===== src/rtl/acgc_pkg.sv =====
`timescale 1ns / 1ps
// ----------------------------------------------------------------------------
// acgc_pkg
// Shared types and constants for the compressor gain control core.
// ----------------------------------------------------------------------------
package acgc_pkg;

    localparam int NUM_W = 38;
    localparam int DEN_W = 24;

    localparam logic signed [15:0] LEVEL_FLOOR   = -16'sd23040;
    localparam logic signed [20:0] LOG_OFFSET    = 21'sd786432;
    localparam logic signed [40:0] DB_PER_OCTAVE = 41'sd394566;
    localparam logic signed [40:0] ROUND_HALF    = 41'sd8388608;
    localparam logic [17:0]        DRIVE_NUM     = 18'd183183;
    localparam logic [9:0]         DRIVE_DEN     = 10'd1000;
    localparam logic [11:0]        DRIVE_MAX     = 12'd4095;
    localparam logic [13:0]        RCNT_MAX      = 14'd16383;
    localparam logic [8:0]         ACNT_MAX      = 9'd511;

    localparam logic [1:0] REG_THRESHOLD = 2'd0;
    localparam logic [1:0] REG_RATIO     = 2'd1;
    localparam logic [1:0] REG_ATTACK    = 2'd2;
    localparam logic [1:0] REG_RELEASE   = 2'd3;

    typedef enum logic [3:0] {
        ST_IDLE,
        ST_LOG_INIT,
        ST_LOG_SQ,
        ST_LOG_MUL,
        ST_LEVEL,
        ST_BASE,
        ST_DIV_BASE,
        ST_RAMP,
        ST_DIV_RAMP,
        ST_OUT,
        ST_TICK,
        ST_DIV_CONV,
        ST_STEP
    } state_t;

    typedef struct packed {
        logic load_in;
        logic log_init;
        logic log_step;
        logic log_mul;
        logic level_upd;
        logic base_start;
        logic zero_v;
        logic base_take;
        logic ramp_start;
        logic ramp_skip;
        logic ramp_take;
        logic conv_start;
        logic conv_take;
        logic tick_step;
        logic out_load;
    } acgc_cmd_t;

    typedef struct packed {
        logic ramp_running;
        logic base_go;
        logic ramp_div;
        logic conv_go;
        logic div_busy;
        logic out_free;
    } acgc_sts_t;

endpackage


===== src/rtl/acgc_ctrl.sv =====
`timescale 1ns / 1ps
// ----------------------------------------------------------------------------
// acgc_ctrl
// Sequencer for sample and tick transactions.
// ----------------------------------------------------------------------------
module acgc_ctrl (
    input  logic                aclk,
    input  logic                aresetn,
    input  logic                s_tvalid,
    input  logic                s_tuser,
    output logic                s_tready,
    input  acgc_pkg::acgc_sts_t sts,
    output acgc_pkg::acgc_cmd_t cmd
);

    acgc_pkg::state_t state_reg, state_next;
    logic [3:0]       step_reg, step_next;

    always_comb begin
        state_next = state_reg;
        step_next  = step_reg;
        case (state_reg)
            acgc_pkg::ST_IDLE: begin
                if (s_tvalid) begin
                    state_next = s_tuser ? acgc_pkg::ST_TICK : acgc_pkg::ST_LOG_INIT;
                end
            end
            acgc_pkg::ST_LOG_INIT: begin
                step_next  = '0;
                state_next = acgc_pkg::ST_LOG_SQ;
            end
            acgc_pkg::ST_LOG_SQ: begin
                step_next = step_reg + 4'd1;
                if (step_reg == 4'd15) begin
                    state_next = acgc_pkg::ST_LOG_MUL;
                end
            end
            acgc_pkg::ST_LOG_MUL: state_next = acgc_pkg::ST_LEVEL;
            acgc_pkg::ST_LEVEL:   state_next = acgc_pkg::ST_BASE;
            acgc_pkg::ST_BASE: begin
                state_next = sts.base_go ? acgc_pkg::ST_DIV_BASE : acgc_pkg::ST_OUT;
            end
            acgc_pkg::ST_DIV_BASE: begin
                if (!sts.div_busy) begin
                    state_next = acgc_pkg::ST_RAMP;
                end
            end
            acgc_pkg::ST_RAMP: begin
                state_next = sts.ramp_div ? acgc_pkg::ST_DIV_RAMP : acgc_pkg::ST_OUT;
            end
            acgc_pkg::ST_DIV_RAMP: begin
                if (!sts.div_busy) begin
                    state_next = acgc_pkg::ST_OUT;
                end
            end
            acgc_pkg::ST_OUT: begin
                if (sts.out_free) begin
                    state_next = acgc_pkg::ST_IDLE;
                end
            end
            acgc_pkg::ST_TICK: begin
                if (!sts.ramp_running) begin
                    state_next = acgc_pkg::ST_IDLE;
                end else if (sts.conv_go) begin
                    state_next = acgc_pkg::ST_DIV_CONV;
                end else begin
                    state_next = acgc_pkg::ST_STEP;
                end
            end
            acgc_pkg::ST_DIV_CONV: begin
                if (!sts.div_busy) begin
                    state_next = acgc_pkg::ST_STEP;
                end
            end
            acgc_pkg::ST_STEP: state_next = acgc_pkg::ST_IDLE;
            default:           state_next = acgc_pkg::ST_IDLE;
        endcase
    end

    always_comb begin
        cmd      = '0;
        s_tready = 1'b0;
        case (state_reg)
            acgc_pkg::ST_IDLE: begin
                s_tready    = 1'b1;
                cmd.load_in = s_tvalid;
            end
            acgc_pkg::ST_LOG_INIT: cmd.log_init  = 1'b1;
            acgc_pkg::ST_LOG_SQ:   cmd.log_step  = 1'b1;
            acgc_pkg::ST_LOG_MUL:  cmd.log_mul   = 1'b1;
            acgc_pkg::ST_LEVEL:    cmd.level_upd = 1'b1;
            acgc_pkg::ST_BASE: begin
                cmd.base_start = sts.base_go;
                cmd.zero_v     = !sts.base_go;
            end
            acgc_pkg::ST_DIV_BASE: cmd.base_take = !sts.div_busy;
            acgc_pkg::ST_RAMP: begin
                cmd.ramp_start = sts.ramp_div;
                cmd.ramp_skip  = !sts.ramp_div;
            end
            acgc_pkg::ST_DIV_RAMP: cmd.ramp_take = !sts.div_busy;
            acgc_pkg::ST_OUT:      cmd.out_load  = sts.out_free;
            acgc_pkg::ST_TICK:     cmd.conv_start = sts.ramp_running && sts.conv_go;
            acgc_pkg::ST_DIV_CONV: cmd.conv_take = !sts.div_busy;
            acgc_pkg::ST_STEP:     cmd.tick_step = 1'b1;
            default:               cmd = '0;
        endcase
    end

    always_ff @(posedge aclk) begin
        if (!aresetn) begin
            state_reg <= acgc_pkg::ST_IDLE;
            step_reg  <= '0;
        end else begin
            state_reg <= state_next;
            step_reg  <= step_next;
        end
    end

endmodule


===== config.mk =====
export PLATFORM = sky130hd
export DESIGN_NAME = acgc_ctrl
export DESIGN_NICKNAME = d
export VERILOG_FILES = /design/src/rtl/acgc_pkg.sv /design/src/rtl/acgc_ctrl.sv
export SDC_FILE = /design/constraint.sdc
export NUM_CORES = 1
export LEC_CHECK = 0
export BUFFER_PORTS_ARGS = -buffer_cell sky130_fd_sc_hd__clkbuf_2
export CORE_MARGIN = 2
export CORE_UTILIZATION = 49
export DETAILED_ROUTE_END_ITERATION = 10
export PLACE_DENSITY_LB_ADDON = 0.12
export SYNTH_ARGS = -nofsm -noshare
export SYNTH_HDL_FRONTEND = slang
export SYNTH_SLANG_ARGS = --single-unit
export TNS_END_PERCENT = 5

===== constraint.sdc =====
create_clock -name aclk -period 1.6 [get_ports aclk]
set_clock_uncertainty 0.1 [all_clocks]
set_input_delay 0.08 -clock aclk [delete_from_list [all_inputs] [get_ports aclk]]
set_output_delay 0.08 -clock aclk [all_outputs]
set_load 0.03 [all_outputs]

# Yosys cells after proc, flatten, opt, wreduce, memory -nomap -nowiden

Index checks and enable logic that the tools add are counted.
W data, S select, Z words.

Register bits after elaboration: 8
Input port bits: 10
Output and inout port bits: 16
Word-level logic and storage cells: 56

Add/subtract/negate cells: 1
Equal/unequal tests: 19
Muxes and demuxes: 27
Reductions and logical operators: 7

Operators with widths:

| operator              | count |
|---|---|
| $pmux W4 S12          | 1 |
| $mux W4               | 9 |
| $eq A4 B4 Y1 const B  | 6 |
| $eq A4 B3 Y1 const B  | 4 |
| $mux W1               | 13 |
| $ne A2 B2 Y1 const B  | 6 |
| $eq A4 B2 Y1 const B  | 2 |
| $pmux W4 S2           | 1 |
| $reduce_and A6 Y1     | 1 |
| $add A4 B1 Y4 const B | 1 |
| $eq A4 B1 Y1 const B  | 1 |
| $logic_not A4 Y1      | 1 |
| $mux W2               | 2 |
| $logic_not A1 Y1      | 3 |
| $mux W3               | 1 |
| $reduce_bool A2 Y1    | 1 |
| $logic_and A1 B1 Y1   | 1 |

# Longest topological paths before layout

Word-level depth: 3
Mapped depth: 7
Depth with buffers taken out: 6

# Least setup slack after synthesis

No wires, ideal clock.

Path type: register -> register
Start point: register state_reg[2]
End point: register step_reg[0]
Setup time: 0.118 ns
Arrival time: 1.500 ns
Required time: 1.382 ns
Path slack: -0.118 ns
Cell stages (with the launch flop): 8
Path buffers: 2
Clock period less this slack: 1.718 ns
Path through: dfxtp_1 > buf_4 > or2_1 > buf_6 > nor2_1 > nor2_1 > a21oi_1 > nor2_1

Longest elaborated chain between the ends: 2
Elaborated cells on any way between the ends: 4
Those cells by class: eq/ne (2); mux (1); reduce/logical (1)

Ends and longest elaborated chain:

| what                                              | line             | source |
|---|---|---|
| start, declared                                   | acgc_ctrl.sv:16  | `acgc_pkg::state_t state_reg, state_next;` |
| start signal, assigned                            | acgc_ctrl.sv:112 | `state_reg <= acgc_pkg::ST_IDLE;` |
| start signal, assigned                            | acgc_ctrl.sv:115 | `state_reg <= state_next;` |
| $eq A4 B2 Y1 or $eq A4 B1 Y1 (tied branches)      | acgc_ctrl.sv:22  | `case (state_reg)` |
| $pmux W4 S2 or $reduce_bool A2 Y1 (tied branches) | n/a              |  |
| end signal, assigned                              | acgc_ctrl.sv:116 | `step_reg <= step_next;` |
| end, declared                                     | acgc_ctrl.sv:17  | `logic [3:0] step_reg, step_next;` |

Parallel ways exist; a longest one is shown, timed or not.
A chain may end at the register's enable or synchronous reset.

# Final worst setup path

Start point: register state_reg[0]
End point: register state_reg[1]

Longest elaborated chain between the ends: 3
Elaborated cells on any way between the ends: 20
Those cells by class: eq/ne (17); mux (1); reduce/logical (2)

Ends and longest elaborated chain:

| what                                 | line |
|---|---|
| $eq A4 B2 Y1 (tied with other cells) | acgc_ctrl.sv:22 |
| $ne A2 B2 Y1 (no source line)        | n/a |
| $reduce_and A6 Y1 (no source line)   | n/a |

Parallel ways exist; a longest one is shown, timed or not.

==> impl_metrics.toml <==
[worst_setup_path]
crit_required_ns = 1.70
worstSetupEndpointType = "flip-flop"
crit_arrival_ns = 1.75
reg2regPathDepth = 5
crit_path_start_kind = "flip-flop"
crit_type = "reg2reg"
worstPathMaxFanout = 10

[place]
gp_congestion = 0.921
place.detailed.hpwl_mm = 1.79
port_buffers = 25
placed_cell_area_mm2 = 0.00102

[route]
wl_per_cell_um = 15.2
ant_nets = 0
wl_mm = 2.46
first_pass_iters = 5
drtIter0Drc = 16
routed-via-count = 956
via_per_inst = 5.90
drcViolationCount = 0

[global_routing]
grt_overflow = 0
antenna_found_initial = 0
grt.total_usage_pct = 25.5
grt_pass1_wl_mm = 3.69
grt_max_degree = 11
grt_pass1_vias = 823

[sta]
min_period_ns = 1.65
hold_violations = 0
setup-tns-final_ns = -0.0514
setup_ws_ns = -0.0514
drv_slew = 0
relSlewSlack_pct = 77.8
finalSetupViolations = 1
finalCritPeriodShare_pct = 103
fmax_ghz = 0.606
rsz0062_at_grt = "true"
tightest_slew_ns = 0.333

[finish]
final_nets = 159
diodes = 0
fillers = 120
fin_area_mm2 = 0.00114
syn_to_final_growth_pct = 39.7
drive_gt1_share_pct = 47.3

[clock_network]
root_buffer = "clkbuf_4"
cts-buffers-inserted = 3
cts_tree = "built"
clk-insertion-delay-late_ns = 0.27
cts.htree.levels = 1
clkTransAtPathRegs_ns = 0.06
numClockSinks = 8
clock_path_buffers = 2

[hold_path]
hold_path.class = "in2reg"
hold_depth = 4

[logic_synthesis]
syn_area_um2 = 820
seq_area_frac_synth_pct = 19.5
synth_cell_types = 44
yosysWarnings = 0
syn_inst = 108
synth_flop_cell = "dfxtp_1"
synth_edf_count = 0
synth_adder_area_share_pct = 1.53
synthArstFlopShare_pct = 0
synth_compound_area_share_pct = 27.8
syn_avg_cell_area_um2 = 7.59
synth_mux_area_share_pct = 1.22
synth_top_family_by_area = "simple AND/OR/NAND/NOR gates"
synth_seq_cells = 8
syn_nets = 119
synthSimpleGateAreaFrac_pct = 40.9
synthXorXnorAreaFrac_pct = 0

[power]
swShare_pct = 50.2
clock_power_share_pct = 9.3
ir_drop_mv = 0.962
power_mw = 1.79
p_sw_mw = 0.900
p_int_mw = 0.893
p_seq_share_pct = 19.2
p_leak_nw = 0.534
power.density_mw_per_mm2 = 1570
combPwrFrac_pct = 71.5

[floorplan]
dieArea_mm2 = 0.00202
fp.dieW_um = 44.9
die_y_um = 44.9
core_mm2 = 0.00154
pin_count = 26
rows = 14
start_util_pct = 53.2

[outcome]
violations = "negative setup slack"
run_status = "complete, but fails checks"

[job]
drv_cap = 0
logic make-up after synthesis:
kind of cell,count (synthesis)
flip-flops,8
adder cells (fa/ha/maj),1
AND/OR/NAND/NOR,56
buffers and inverters,14
AO/OA/AOI/OAI,28
multiplexers,1
layout by cell type (no fill, tap or decap), types with 3 or more instances in the layout:
cell type  instances
nor2_1            13
clkbuf_4           6
o21ai_1            3
dfxtp_2            3
nand2b_1           4
dfxtp_1            4
a21oi_1            7
nor3_1             5
inv_1              6
nor3_2             3
buf_4             21
and3_1             5
o21ai_0            5
clkbuf_2          15
final timing paths:
kind              slack (ns)           end          from
hold reg to reg         0.41   step_reg[3]   step_reg[3]
setup / recovery       -0.05  state_reg[1]  state_reg[0]
setup reg to reg       -0.05  state_reg[1]  state_reg[0]
hold / removal          0.16  state_reg[2]        sts[1]
power by group through the flow:
stage | Combinational (mW) | Sequential, mW | Clock, mW
finish | 1.28 | 0.344 | 0.167
global route | 1.37 | 0.351 | 0.177
CTS | 1.22 | 0.335 | 0.167
detailed placement | 1.15 | 0.329 | 0
global placement | 1.13 | 0.329 | 0
floorplan | 0.906 | 0.283 | 0
repair_timing:
| item | in CTS | in global routing |
|---|---|---|
| pin swaps | 0 | 1 |
| resized for setup | 16 | 18 |
| hold endpoints to repair | 1 | 0 |
| buffers inserted | 2 | 0 |
| hold buffers | 1 | 0 |
| endpoints found under the setup margin | 15 | 13 |
through the flow:
stage | util, % | instances | worst slack [ns] | hold slack, ns
6_report | 74.3 | 162 | -0.0514 | 0.161
5_1_grt | 74.3 | 162 | -0.0800 | 0.191
4_1_cts | 72.0 | 162 | 0.00120 | 0.180
3_5_place_dp | 66.2 | 156 | 0.00635 | 0.285
3_3_place_gp | 66.2 | 156 | 0.0275 | 0.271
2_1_floorplan | - | 108 | -0.00566 | 0.182
Yosys cell counts, types with 3 or more instances:
master	count	area (um2)
a21oi_1	7	35.0
and3_1	5	31.3
o21ai_1	3	15.0
o21ai_0	5	25.0
nand2_1	3	11.3
inv_1	6	22.5
buf_4	3	22.5
dfxtp_1	8	160
nor2_1	14	52.6
nand2b_1	5	31.3
nor3_1	8	40.0
area by class of cell:
| cell class | instances | area (um2) | share of cell area [%] |
|---|---|---|---|
| flip-flops and latches | 8 | 168 | 14.6 |
| inverters | 8 | 30.0 | 2.62 |
| repair buffers | 41 | 277 | 24.2 |
| clock buffers | 3 | 22.5 | 1.97 |
| well taps | 16 | 20.0 | 1.75 |
| multi-input cells | 86 | 628 | 54.9 |
routing by layer:
layer	up-vias	share of wire [%]	GRT usage (%)
met3	9	7.4	2.40
met4	0	2.8	14.1
met5	-	0	0
met1	436	42	34.2
li1	465	-	-
met2	46	47	40.3
critical path: stages (launching register included):
cell      delay (ns)
dfxtp_4         0.38
and2b_4         0.29
nand4_2         0.13
a221oi_1        0.39
mux2i_1         0.15
nor2_1          0.14
(Power assumes the default switching activity.)
